===== src/rtl/core/vrte_pkg.sv =====
// Shared types and constants for the voxel ray trace and edit block.
package vrte_pkg;

    localparam int GRID_SIZE_DEF = 32;
    localparam int MAX_STEPS_DEF = 128;
    localparam int CFG_W = 24;
    localparam int CFG_IDX_W = 1;
    localparam logic [CFG_IDX_W-1:0] REG_MAX_DISTANCE = 1'b0;
    localparam logic [CFG_IDX_W-1:0] REG_PLACE_KIND = 1'b1;
    localparam logic [23:0] MAX_DISTANCE_RST = 24'd524288;
    localparam logic [7:0] PLACE_KIND_RST = 8'd1;
    localparam logic [31:0] T_NEVER = 32'hFFFF_FFFF;

    typedef enum logic [1:0] {
        ACT_WRITE  = 2'd0,
        ACT_PLACE  = 2'd1,
        ACT_REMOVE = 2'd2,
        ACT_READ   = 2'd3
    } action_t;

    typedef struct packed {
        logic [1:0]         action;
        logic signed [23:0] origin_x;
        logic signed [23:0] origin_y;
        logic signed [23:0] origin_z;
        logic signed [15:0] dir_x;
        logic signed [15:0] dir_y;
        logic signed [15:0] dir_z;
        logic [4:0]         cell_x;
        logic [4:0]         cell_y;
        logic [4:0]         cell_z;
        logic [7:0]         cell_kind;
    } cmd_t;

    typedef struct packed {
        logic       hit;
        logic [4:0] hit_x;
        logic [4:0] hit_y;
        logic [4:0] hit_z;
        logic       edited;
        logic [4:0] edit_x;
        logic [4:0] edit_y;
        logic [4:0] edit_z;
        logic [7:0] kind_read;
    } result_t;

    // Request and answer of the shared divider.
    typedef struct packed {
        logic        start;
        logic [31:0] num;
        logic [15:0] den;
    } div_req_t;

    typedef struct packed {
        logic        done;
        logic [31:0] quot;
    } div_rsp_t;

endpackage


===== src/rtl/core/vrte_div.sv =====
// Radix-2 restoring divider, one quotient bit per cycle.
module vrte_div
(
    input  logic             clk,
    input  logic             rst_n,
    input  vrte_pkg::div_req_t req,
    output vrte_pkg::div_rsp_t rsp
);

    logic [31:0] quot_reg, quot_next;
    logic [16:0] rem_reg, rem_next;
    logic [15:0] den_reg, den_next;
    logic [5:0]  cnt_reg, cnt_next;
    logic        busy_reg, busy_next;
    logic        done_reg, done_next;
    logic [16:0] trial;
    logic [17:0] diff;

    always_comb
    begin
        quot_next = quot_reg;
        rem_next  = rem_reg;
        den_next  = den_reg;
        cnt_next  = cnt_reg;
        busy_next = busy_reg;
        done_next = 1'b0;
        trial     = {rem_reg[15:0], quot_reg[31]};
        diff      = {1'b0, trial} - {2'b00, den_reg};
        if (req.start)
        begin
            quot_next = req.num;
            rem_next  = '0;
            den_next  = req.den;
            cnt_next  = 6'd32;
            busy_next = 1'b1;
        end
        else if (busy_reg)
        begin
            if (!diff[17])
            begin
                rem_next  = diff[16:0];
                quot_next = {quot_reg[30:0], 1'b1};
            end
            else
            begin
                rem_next  = trial;
                quot_next = {quot_reg[30:0], 1'b0};
            end
            cnt_next = cnt_reg - 6'd1;
            if (cnt_reg == 6'd1)
            begin
                busy_next = 1'b0;
                done_next = 1'b1;
            end
        end
    end

    always_ff @(posedge clk or negedge rst_n)
    begin
        if (!rst_n)
        begin
            busy_reg <= 1'b0;
            done_reg <= 1'b0;
            cnt_reg  <= '0;
        end
        else
        begin
            busy_reg <= busy_next;
            done_reg <= done_next;
            cnt_reg  <= cnt_next;
        end
    end

    always_ff @(posedge clk)
    begin
        quot_reg <= quot_next;
        rem_reg  <= rem_next;
        den_reg  <= den_next;
    end

    assign rsp.done = done_reg;
    assign rsp.quot = quot_reg;

endmodule


===== config.mk =====
export PLATFORM = sky130hd
export DESIGN_NAME = vrte_div
export DESIGN_NICKNAME = d
export VERILOG_FILES = /design/src/rtl/core/vrte_pkg.sv /design/src/rtl/core/vrte_div.sv
export SDC_FILE = /design/constraint.sdc
export NUM_CORES = 1
export LEC_CHECK = 0
export BUFFER_PORTS_ARGS = -buffer_cell sky130_fd_sc_hd__buf_2
export CAP_MARGIN = 20
export CELL_PAD_IN_SITES_DETAIL_PLACEMENT = 1
export CELL_PAD_IN_SITES_GLOBAL_PLACEMENT = 1
export CORE_MARGIN = 4
export CORE_UTILIZATION = 43
export DETAILED_ROUTE_END_ITERATION = 10
export GPL_TIMING_DRIVEN = 0
export HOLD_SLACK_MARGIN = 0.08
export PLACE_DENSITY_LB_ADDON = 0.1
export SYNTH_ARGS = -nofsm -noshare
export SYNTH_HDL_FRONTEND = slang
export SYNTH_SLANG_ARGS = --single-unit

===== constraint.sdc =====
create_clock -name clk -period 3.2 [get_ports clk]
set_clock_uncertainty 0.2 [all_clocks]
set_input_delay 0.32 -clock clk [delete_from_list [all_inputs] [get_ports clk]]
set_output_delay 0.32 -clock clk [all_outputs]
set_load 0.05 [all_outputs]

# Yosys cells after proc, flatten, opt, wreduce, memory -nomap -nowiden
# Cells that the tools add are included.
# word_totals
memories	0
regBits	72
ramBits	0
latchBits	0
mem_bits_ro	0
# op_classes
n_mux	12
n_div	0
n_bitwise	0
reduce_logical	1
magnitude_cmp	0
n_eq_ne	1
n_shift	0
n_addsub	2
n_mul	0
# op_table
cell	n
$mux W32	2
$sub A17 B16 Y18	1
$mux W16	1
$mux W6	2
$mux W1	7
$eq A6 B1 Y1 const B	1
$sub A6 B1 Y6 const B	1
$reduce_bool A2 Y1	1

# Depth between registers and ports, before layout
# Gate-level depths: netlist of the first run.
# logic_depth
depth_word	4
ltp_mapped	11
mapped_depth_nobuf	9

# Worst setup path before layout of the first run
# No wires, ideal clock.
# synth_path
path_kind	flip-flop to flip-flop
startpoint	reg quot_reg[31]
endpoint	reg rem_reg[12]
arrival_time_ns	2.396
synth_period_minus_slack_ns	2.687
stages_incl_launch_ff	10
path_buffers	0
setup_slack_ns	0.513
path_cell_list	edfxtp_1 > inv_1 > ha_1 > fa_1 > nand2b_1 > a21o_1 > a21oi_1 > mux2i_1 > o211ai_1 > a311oi_1
# synth_between
elab_chain_cells	2
# synth_rtl
element	line_no	text
start, declared	vrte_div.sv:10	logic [31:0] quot_reg, quot_next;
start signal, assigned	vrte_div.sv:76	quot_reg <= quot_next;
$sub A17 B16 Y18	vrte_div.sv:28	diff = {1'b0, trial} - {2'b00, den_reg};
$mux W16	vrte_div.sv:39	if (!diff[17])
end signal, assigned	vrte_div.sv:77	rem_reg <= rem_next;
end, declared	vrte_div.sv:11	logic [16:0] rem_reg, rem_next;
# Every way passes these cells.
# A chain may end at the register's enable or synchronous reset.

# Worst setup path in the final report of the first run
# layout_path
startpoint	reg den_reg[12]
endpoint	reg rem_reg[3]
# layout_between
elab_chain_cells	2
# layout_rtl
element	line_no	text
start, declared	vrte_div.sv:12	logic [15:0] den_reg, den_next;
start signal, assigned	vrte_div.sv:78	den_reg <= den_next;
$sub A17 B16 Y18	vrte_div.sv:28	
$mux W16	vrte_div.sv:39	
# Every way passes these cells.

==> summary.md, run 1 <==
| Metric | Value |
|---|---|
| Status | `completed` |
| Place WS | `301 ps` |
| First drt pass iteration count | `4` |
| Internal power | `2.27 mW` |
| Critical Path RT | `3260 ps` |
| Switching Fraction | `0.405` |
| Number of vias per cell | `5.48` |
| Arrival time worst endpoint | `2930 ps` |
| Clock power share | `0.215` |
| CP startpoint kind | `flip-flop` |
| Diode count | `0` |
| Routed WL per cell | `18.6 microns` |
| First-pass GRT wire length | `18,200 microns` |
| Reg-to-reg endpoint | `rem_reg[3]` |
| Cell variety after synth | `49` |
| Syn nets | `423` |
| Worst-case vdd ir drop | `349 uV` |
| Vias | `3,328` |
| Yosys warns | `0` |
| Largest register FFs | `32` |
| Comb pwr share | `0.430` |
| Gate Count Post-Synth | `353` |
| Port Buffer Count | `83` |
| Worst Max-Slew Pin Slew | `851 ps` |
| Synth Area per Inst | `11.0 sq um` |
| Layout cells sized above 1 | `0.287` |
| Fmax achieved | `348 MHz` |
| Seq/Total Area, Yosys | `0.506` |
| Crit path top cell by count | `buf_4` |
| Initial core utilization | `0.442` |
| Critical Path Slowest Stage Cell | `a2111o_1` |
| Leak | `2.15 nW` |
| Clock Sinks | `72` |
| # nets final | `564` |
| Cell accounting for the most synthesized area | `edfxtp_1` |
| Critical Path Fanout Max | `10` |
| Area delta synth->final | `32.1%` |
| Final hold viol count | `0` |
| Fin. max-slew vios | `0` |
| Placed cells | `544` |
| RSZ-0062 raised after global routing | `false` |
| DRC Markers | `0` |
| Max Cap Viol | `0` |
| Final Util | `0.585` |
| Post-synth EDFFs | `48` |
| Final Cycle Share | `0.899` |
| Clk_lat worst skew | `360 ps` |
| Crit Path Class | `reg2reg` |
| Top-area cell type share of the netlist area | `0.372` |
| Slowest cell delay on critical path | `380 ps` |
| R2r startpoint | `den_reg[12]` |
| Antenna violations before repair | `0` |
| Flop pwr share | `0.355` |
| Clock tree from TritonCTS | `yes` |
| Vias in the first global route | `3,613` |
| Worst R2R Setup Slack | `320 ps` |
| Hpwl dp | `7430 microns` |
| Fin Setup TNS | `0 ps` |
| Worst-path clk slew | `80 ps` |
| FF-to-FF path depth | `11` |
| Die width | `103 microns` |
| Core Footprint | `8760 sq um` |
| Hold Path Class | `in2reg` |
| Min setup slack post-route | `324 ps` |
| Starting DRT DRC Count | `128` |
| Cell Pwr Density | `745 nW/um^2` |
| Hold Path End | `quot_reg[10]` |
| CP endpoint kind | `flip-flop` |
| Post-Layout Cell Count | `607` |
| Final Power | `3.82 mW` |
| Largest net degree at the start of global routing | `34` |
| Slew margin rel. | `0.433` |
| Die Height | `103 microns` |
| HP Start | `req[26]` |
| Max Root-Sink Buffers | `2` |
| GRT Overall Usage | `0.229` |
| Routability cong. | `0.836` |
| Overflow after GRT | `0` |
| Clk Tree Root Cell | `clkbuf_8` |
| Fillcell total | `981` |
| #FFs+latches synth | `72` |
| # setup viols final | `0` |
| Num CTS Buffers | `9` |
| I/O pin cnt | `84` |
| Final ANT Viol Nets | `0` |
| Async set-or-reset flop fraction in the synthesized netlist | `0.111` |
| Full die area | `10,600 sq um` |
| Crit path cell chain | `inv_1 > ha_1 > buf_4 > and3_1 > buf_4 > nand2_1 > a2111o_1 > a21oi_1 > buf_4 > o21ai_0 > a311oi_1` |
| Shortest period the worst path allows | `2880 ps` |
| Post-synth design cell area | `3880 sq um` |
| Routed WL | `11,300 microns` |
| Cell row count | `34` |
| CTS H-Tree Depth | `3` |
| Worst hold path cell count | `2` |
| Main synth FF type | `edfxtp_1` |
| Top cells by area, synth | `edfxtp_1 37%, mux2_2 9.3%, dfxtp_1 8.3%` |
| Sw power | `1.54 mW` |
worst max-delay path by stage:
stage	start	end	cells after the start
3_3_place_gp	rem_reg[13]	rem_reg[4]	6
6_report	den_reg[12]	rem_reg[3]	11
4_1_cts	den_reg[14]	rem_reg[4]	7
2_1_floorplan	quot_reg[31]	rem_reg[12]	9
5_1_grt	den_reg[12]	rem_reg[3]	11
3_5_place_dp	den_reg[14]	rem_reg[4]	7
worst max-delay path, delay by kind of cell (launching register included):
family	cells	cell delay (ps)
AO/OA/AOI/OAI	4	1170
flip-flops	1	330
adder cells (fa/ha/maj)	1	270
buffers and inverters	4	580
AND/OR/NAND/NOR	2	230
stage by stage:
| stage | hold slack, ps | cell area, sq um |
|---|---|---|
| floorplan | -176 | 3880 |
| global placement | -31.0 | 4430 |
| detailed placement | -30.6 | 4430 |
| CTS | 98.2 | 5120 |
| global route | 101 | 5120 |
| finish | 120 | 5120 |
repair_timing:
action | 4_1_cts | 5_1_grt
setup buffers | 0 | 0
hold buffers | 47 | 0
resized for setup | 0 | 1
endpoints found under the setup margin | 0 | 3
hold endpoints to repair | 54 | 0
Yosys cell counts (7+ instances only):
master,n
edfxtp_1,48
mux2_2,32
nor2_1,27
inv_1,21
nand2_1,21
ha_1,18
o21ai_0,18
a21oi_1,17
dfxtp_1,16
nand3_1,13
clkbuf_1,12
a311oi_1,10
dfrtp_1,8
a31oi_1,7
xnor2_1,7
xor2_1,7
per-layer routing:
| metal | GRT usage | up-vias | share of wire |
|---|---|---|---|
| li1 | - | 1595 | - |
| met1 | 0.259 | 1635 | 0.40 |
| met2 | 0.425 | 77 | 0.54 |
| met3 | 0.0406 | 21 | 0.040 |
| met4 | 0.0867 | 0 | 0.023 |
| met5 | 0 | - | 0 |
final cells by class:
type	instances	area (sq um)	share of cell area
buffer	20	93.8	0.0183
clock buffer	9	124	0.0242
clock inverter	7	96.3	0.0188
inverter	21	78.8	0.0154
multi-input combinational	240	1750	0.341
sequential	72	1960	0.383
tap	108	135	0.0264
timing repair buffer	130	886	0.173
power by group through the flow:
stage	Clock [mW]	Combinational, mW	Sequential, mW
floorplan	0	0.950	1.58
global placement	0	1.53	1.37
detailed placement	0	1.56	1.37
CTS	0.841	1.62	1.35
global route	0.874	1.80	1.38
finish	0.820	1.64	1.36
logic make-up (layout without fill, tap and decap cells):
group,Yosys count,in the layout,share of synthesized area
flops,72,72,0.506
buf+inv,41,187,0.0445
simple gates,92,92,0.117
mux,33,33,0.0955
xor+xnor,14,14,0.0316
compound gates,82,82,0.142
fa+ha+maj,19,19,0.0633
cells in the final DEF (no fill, tap or decap), types with 17 or more instances in the layout:
cell type and n:
o21ai_0 18, nand2_1 21, inv_1 21, buf_2 85, ha_1 18, edfxtp_1 48, nor2_1 27, dlygate4sd3_1 47
a21oi_1 17, mux2_2 32
Power figures use the tool's default switching activity.
==> inputs of run 2 (changes only) <==
- ABC_AREA: default -> 1
- CORE_UTILIZATION: 43 -> 40
==> run 2 against run 1 <==
  * Maximum frequency increased by 3.3%
  * Critical path type is now in2reg
  * Largest cell class unchanged
  * Sequential share of layout area decreased by 1.7 points
  * Via count increased by 13%
  * Non-clock buffer count decreased by 5
==> summary.md, run 2 <==
| Metric | Value |
|---|---|
| Post-synth EDFFs | `48` |
| Diode count | `0` |
| Leading cell type in the layout, fill and taps excluded | `nand2_1` |
| Seq/Total Area, Yosys | `0.480` |
| RSZ-0062 raised after global routing | `false` |
| Shortest period the worst path allows | `2780 ps` |
| Initial core utilization | `0.414` |
| Cell variety after synth | `37` |
| Largest net degree at the start of global routing | `24` |
| CP startpoint | `req[48]` |
| Die Height | `109 microns` |
| Num CTS Buffers | `9` |
| Synth Area per Inst | `8.09 sq um` |
| Full die area | `11,900 sq um` |
| Critical Path Fanout Max | `23` |
| # nets final | `718` |
| Min setup slack post-route | `415 ps` |
| GRT Overall Usage | `0.221` |
| Top-area cell type share of the netlist area | `0.353` |
| Max Cap Viol | `0` |
| Crit Path Class | `in2reg` |
| Syn nets | `575` |
| Worst-path clk slew | `90 ps` |
| Final Power | `3.93 mW` |
| Clk Tree Root Cell | `clkbuf_8` |
| Final ANT Viol Nets | `0` |
| First drt pass iteration count | `4` |
| Cell Pwr Density | `733 nW/um^2` |
| Place WS | `-37.9 ps` |
| Fmax achieved | `359 MHz` |
| # setup viols final | `0` |
| Worst Max-Slew Pin Slew | `898 ps` |
| DRC Markers | `0` |
| Layout cells sized above 1 | `0.190` |
| Vias in the first global route | `4,044` |
| I/O pin cnt | `84` |
| Fin. max-slew vios | `0` |
| Crit path cell chain | `buf_2 > clkbuf_1 > nor2_2 > clkinv_1 > buf_16 > o21ai_0` |
| Worst hold path cell count | `3` |
| Top cells by area, synth | `edfxtp_1 35%, nand2_1 18%, dfxtp_1 7.8%` |
| Setup bufs post-CTS | `0` |
| Worst R2R Setup Slack | `550 ps` |
| #FFs+latches synth | `72` |
| Critical Path Slowest Stage Cell | `clkinv_1` |
| Status | `completed` |
| CP startpoint kind | `input pin` |
| Placed cell area | `4690 sq um` |
| Clock tree from TritonCTS | `yes` |
| Final Util | `0.543` |
| Hold Path Class | `in2reg` |
| Main synth FF type | `edfxtp_1` |
| Reg-to-reg endpoint | `rem_reg[4]` |
| Post-Layout Inst Area | `5360 sq um` |
| Critical Path RT | `3260 ps` |
| Cell row count | `36` |
| Yosys warns | `0` |
| FF-to-FF path depth | `4` |
| Worst-case vdd ir drop | `337 uV` |
| Post-synth design cell area | `4090 sq um` |
| Worst path bufs/invs | `4` |
| Top cells by count, synth | `197 x nand2_1, 73 x inv_1, 48 x edfxtp_1, 44 x nand3_1, 18 x ha_1` |
| Hold Path End | `quot_reg[0]` |
| Async set-or-reset flop fraction in the synthesized netlist | `0.111` |
| Final hold viol count | `0` |
| Slew margin rel. | `0.398` |
| Vias | `3,768` |
| Hold WS | `153 ps` |
| Routed WL per cell | `15.4 microns` |
| Gate Count Post-Synth | `505` |
| HP Start | `req[16]` |
| Port Buffer Count | `83` |
| First-pass GRT wire length | `20,200 microns` |
| Starting DRT DRC Count | `136` |
| Clock Sinks | `72` |
| CP delay by family, top | `buffers and inverters` |
| Antenna violations before repair | `0` |
| R2r startpoint | `busy_reg` |
| Slowest cell delay on critical path | `850 ps` |
| Core Footprint | `9860 sq um` |
| Die width | `109 microns` |
| Arrival time worst endpoint | `2840 ps` |
| Leak | `2.76 nW` |
| Routability cong. | `0.826` |
| Area delta synth->final | `31.1%` |
| Number of vias per cell | `4.79` |
| Most common cell in the synthesized netlist | `nand2_1` |
| Most frequent cells in the layout | `197 x nand2_1, 84 x buf_2, 73 x inv_1` |
| CP endpoint kind | `flip-flop` |
| Hpwl dp | `8080 microns` |
| Final Cycle Share | `0.870` |
| Cell accounting for the most synthesized area | `edfxtp_1` |
| Clk_lat worst skew | `360 ps` |
| Overflow after GRT | `0` |
| Max Root-Sink Buffers | `2` |
| CTS H-Tree Depth | `3` |
| Largest register FFs | `32` |
| Routed WL | `12,100 microns` |
-- run 2: changes by cell type in the layout (fill, tap and decap cells not counted), moves of 7 or more --
| cell | change |
|---|---|
| a311oi_1 | -10 |
| nand3_1 | +31 |
| o21ai_0 | -7 |
| mux2_2 | -32 |
| nand2_1 | +176 |
| nor2_1 | -12 |
| nand3_2 | +10 |
| inv_1 | +52 |
-- run 2: per-layer routing --
layer,GRT usage,up-vias,part of all wire
met1,0.272,1773,0.43
li1,-,1895,-
met4,0.0803,0,0.023
met5,0,-,0
met3,0.0462,19,0.036
met2,0.381,81,0.51
-- run 2: how the worst max path moves through the flow --
| stage | endpoint | slack, ps | depth (start not counted) |
|---|---|---|---|
| 2_1_floorplan | rem_reg[8] | 910 | 11 |
| 3_3_place_gp | quot_reg[31] | -340 | 4 |
| 3_5_place_dp | quot_reg[26] | -40 | 5 |
| 4_1_cts | rem_reg[3] | 360 | 6 |
| 5_1_grt | rem_reg[4] | 130 | 6 |
| 6_report | rem_reg[4] | 420 | 6 |
-- run 2: through the flow --
| stage | TNS (ps) | cells |
|---|---|---|
| 2_1_floorplan | 0 | 505 |
| 3_3_place_gp | -13220 | 721 |
| 3_5_place_dp | -480 | 722 |
| 4_1_cts | 0 | 786 |
| 5_1_grt | 0 | 786 |
| 6_report | 0 | 786 |
-- run 2: final cells by class --
cell class	instances	area (sq um)
timing repair buffer	132	923
clock buffer	12	135
clock inverter	4	46.3
buffer	13	77.6
multi-input combinational	345	1760
inverter	75	282
tap	133	166
sequential	72	1960
fill	1217	4510
-- run 2: repair_timing --
action	in CTS	in global routing
hold buffers	48	0
endpoints found under the hold margin	55	0
resized for setup	0	0
-- run 2: logic make-up after synthesis --
group	after synthesis	share of synthesized area
flops	72	0.480
buf+inv	88	0.0879
compound gates	27	0.0374
xor+xnor	7	0.0150
simple gates	292	0.319
fa+ha+maj	19	0.0600
-- run 2: worst register-to-register path: cells and delay by family (launching register included) --
kind / cells / cell delay, ps
flops: 1 / 430
buf+inv: 2 / 1320
compound gates: 1 / 190
simple gates: 1 / 420
-- run 2: report_power, final --
group	internal (mW)	switching (mW)
Combinational	0.690	1.22
Sequential	1.18	0.117
Clock	0.358	0.353
==> inputs of run 3 (changes only) <==
- GPL_TIMING_DRIVEN: 0 -> default
==> run 3 against run 2 <==
  * Sequential share of layout area rose by 0.18 points
  * Core utilization fell by 0.27 points
  * First-iteration DRC count fell by 21%
  * Combinational power fell by 4%
  * Register-to-register slack improved by 200 ps
  * Total power fell by 0.14%
  * Count of clock-buffer cells in the layout fell by 3
  * Sequential cell count did not move
  * Maximum frequency rose by 13%
  * Die area did not move
==> summary.md, run 3 (synthesis results as in run 2) <==
| Metric | Value |
|---|---|
| Clk_lat worst skew | `350 ps` |
| First drt pass iteration count | `5` |
| Placed cells | `713` |
| Routed WL per cell | `14.8 microns` |
| I/O pin cnt | `84` |
| Final Cycle Share | `0.767` |
| Shortest period the worst path allows | `2450 ps` |
| Overflow after GRT | `0` |
| Slew margin rel. | `0.589` |
| Highest Signal Layer | `met4` |
| Clock tree from TritonCTS | `yes` |
| Setup bufs post-CTS | `0` |
| Final Util | `0.540` |
| M1 wire length | `4910 microns` |
| Routed met3 length | `478 microns` |
| Crit path cell chain | `inv_1 > ha_1 > nand2_1 > inv_1 > nand2_1 > nand3_2 > a21oi_4 > nand2_4 > nand2_1 > nand3_1 > o21ai_0` |
| Antenna violations before repair | `0` |
| Most frequent cells in the layout | `197 x nand2_1, 83 x buf_2, 73 x inv_1` |
| Max Root-Sink Buffers | `2` |
| FF-to-FF path depth | `11` |
| Largest net degree at the start of global routing | `34` |
| Hold Path Class | `in2async` |
| Post-Layout Inst Area | `5330 sq um` |
| Resized cells post-CTS | `0` |
| Crit path top cell by count | `nand2_1` |
| Fin Setup TNS | `0 ps` |
| Leading cell type in the layout, fill and taps excluded | `nand2_1` |
| Largest register FFs | `32` |
| Reg-to-reg endpoint | `rem_reg[0]` |
| Core Footprint | `9860 sq um` |
| Critical Path RT | `3260 ps` |
| Hold WS | `154 ps` |
| Die width | `109 microns` |
| Critical Path Fanout Max | `18` |
| Arrival time worst endpoint | `2510 ps` |
| # setup viols final | `0` |
| Worst R2R Setup Slack | `750 ps` |
| Layout cells sized above 1 | `0.194` |
| Routed WL | `11,500 microns` |
| Starting DRT DRC Count | `108` |
| Worst Max-Slew Pin Slew | `615 ps` |
| CTS H-Tree Depth | `3` |
| R2r startpoint | `den_reg[11]` |
| Final ANT Viol Nets | `0` |
| Final hold viol count | `0` |
| Number of vias per cell | `4.78` |
| Full die area | `11,900 sq um` |
| Die Height | `109 microns` |
| Fmax achieved | `407 MHz` |
| Vias in the first global route | `4,054` |
| Fin. max-slew vios | `0` |
| RSZ-0062 raised after global routing | `false` |
| First-pass GRT wire length | `19,700 microns` |
| Critical Path Slowest Stage Cell | `a21oi_4` |
| Leak | `2.76 nW` |
| Clock Sinks | `72` |
| GRT Overall Usage | `0.213` |
| Clk Tree Root Cell | `clkbuf_8` |
| Num CTS Buffers | `9` |
| Slowest cell delay on critical path | `520 ps` |
| Hpwl dp | `7900 microns` |
| Max Cap Viol | `0` |
| Cell Pwr Density | `736 nW/um^2` |
| Post-Layout Cell Count | `777` |
| CP startpoint kind | `flip-flop` |
| Placed cell area | `4640 sq um` |
| DRC Markers | `0` |
| Crit Path Class | `reg2reg` |
| Status | `completed` |
| Area delta synth->final | `30.5%` |
| Worst-path clk slew | `80 ps` |
| Port Buffer Count | `83` |
| CP endpoint kind | `flip-flop` |
| Vias | `3,716` |
| Initial core utilization | `0.414` |
| Diode count | `0` |
| WL met2 | `5930 microns` |
| # nets final | `709` |
| Cell row count | `36` |
| Worst-case vdd ir drop | `284 uV` |
| Routability cong. | `0.861` |
==> run 3: changes by cell type in the layout (fill, tap and decap cells not counted) <==
cell,previous run,this run
clkbuf_1,10,0
buf_1,1,0
buf_16,1,0
buf_2,84,83
buf_4,3,4
bufinv_16,1,2
clkinv_1,2,3
clkinv_2,1,2
clkinv_4,0,1
clkinvlp_4,1,0
==> run 3: worst max-delay path, delay by kind of cell, from the launching register on <==
kind	cells	cell delay, ps
AND/OR/NAND/NOR	6	780
AO/OA/AOI/OAI	2	610
flip-flops	1	380
adder cells (fa/ha/maj)	1	270
buffers and inverters	2	120
==> run 3: layout make-up <==
class,instances,area [sq um]
tap,133,166
multi-input combinational,345,1760
sequential,72,1960
clock inverter,7,86.3
fill,1225,4530
timing repair buffer,136,946
inverter,75,282
clock buffer,9,124
==> run 3: timing repair <==
action,CTS,global route
setup endpoints to repair,0,0
hold endpoints to repair,55,0
hold buffers,48,0
==> run 3: metrics by stage <==
| step | worst slack [ps] | total power, mW |
|---|---|---|
| finish | 746 | 3.92 |
| global route | 525 | 4.26 |
| CTS | 725 | 3.97 |
| detailed placement | 760 | 3.11 |
| global placement | 808 | 3.06 |
| floorplan | 906 | 2.73 |
==> run 3: per-layer routing <==
layer / vias to the layer above / global-route usage
met5: - / 0
met4: 0 / 0.0676
met3: 13 / 0.0521
met2: 73 / 0.376
met1: 1757 / 0.253
li1: 1873 / -
==> run 3: how the worst max path moves through the flow <==
stage                 start         end  slack [ps]  cells after the start
5_1_grt         den_reg[14]  rem_reg[2]         520                      9
2_1_floorplan  quot_reg[31]  rem_reg[8]         910                     11
3_5_place_dp    den_reg[11]  rem_reg[0]         760                     11
6_report        den_reg[11]  rem_reg[0]         750                     11
3_3_place_gp    den_reg[14]  rem_reg[9]         810                      9
4_1_cts         den_reg[11]  rem_reg[0]         720                     11
==> run 3: report_power, final <==
group | switching [mW] | total (mW) | internal [mW]
Combinational | 1.20 | 1.84 | 0.639
Clock | 0.348 | 0.780 | 0.432
Sequential | 0.121 | 1.31 | 1.18
Total | 1.67 | 3.92 | 2.26
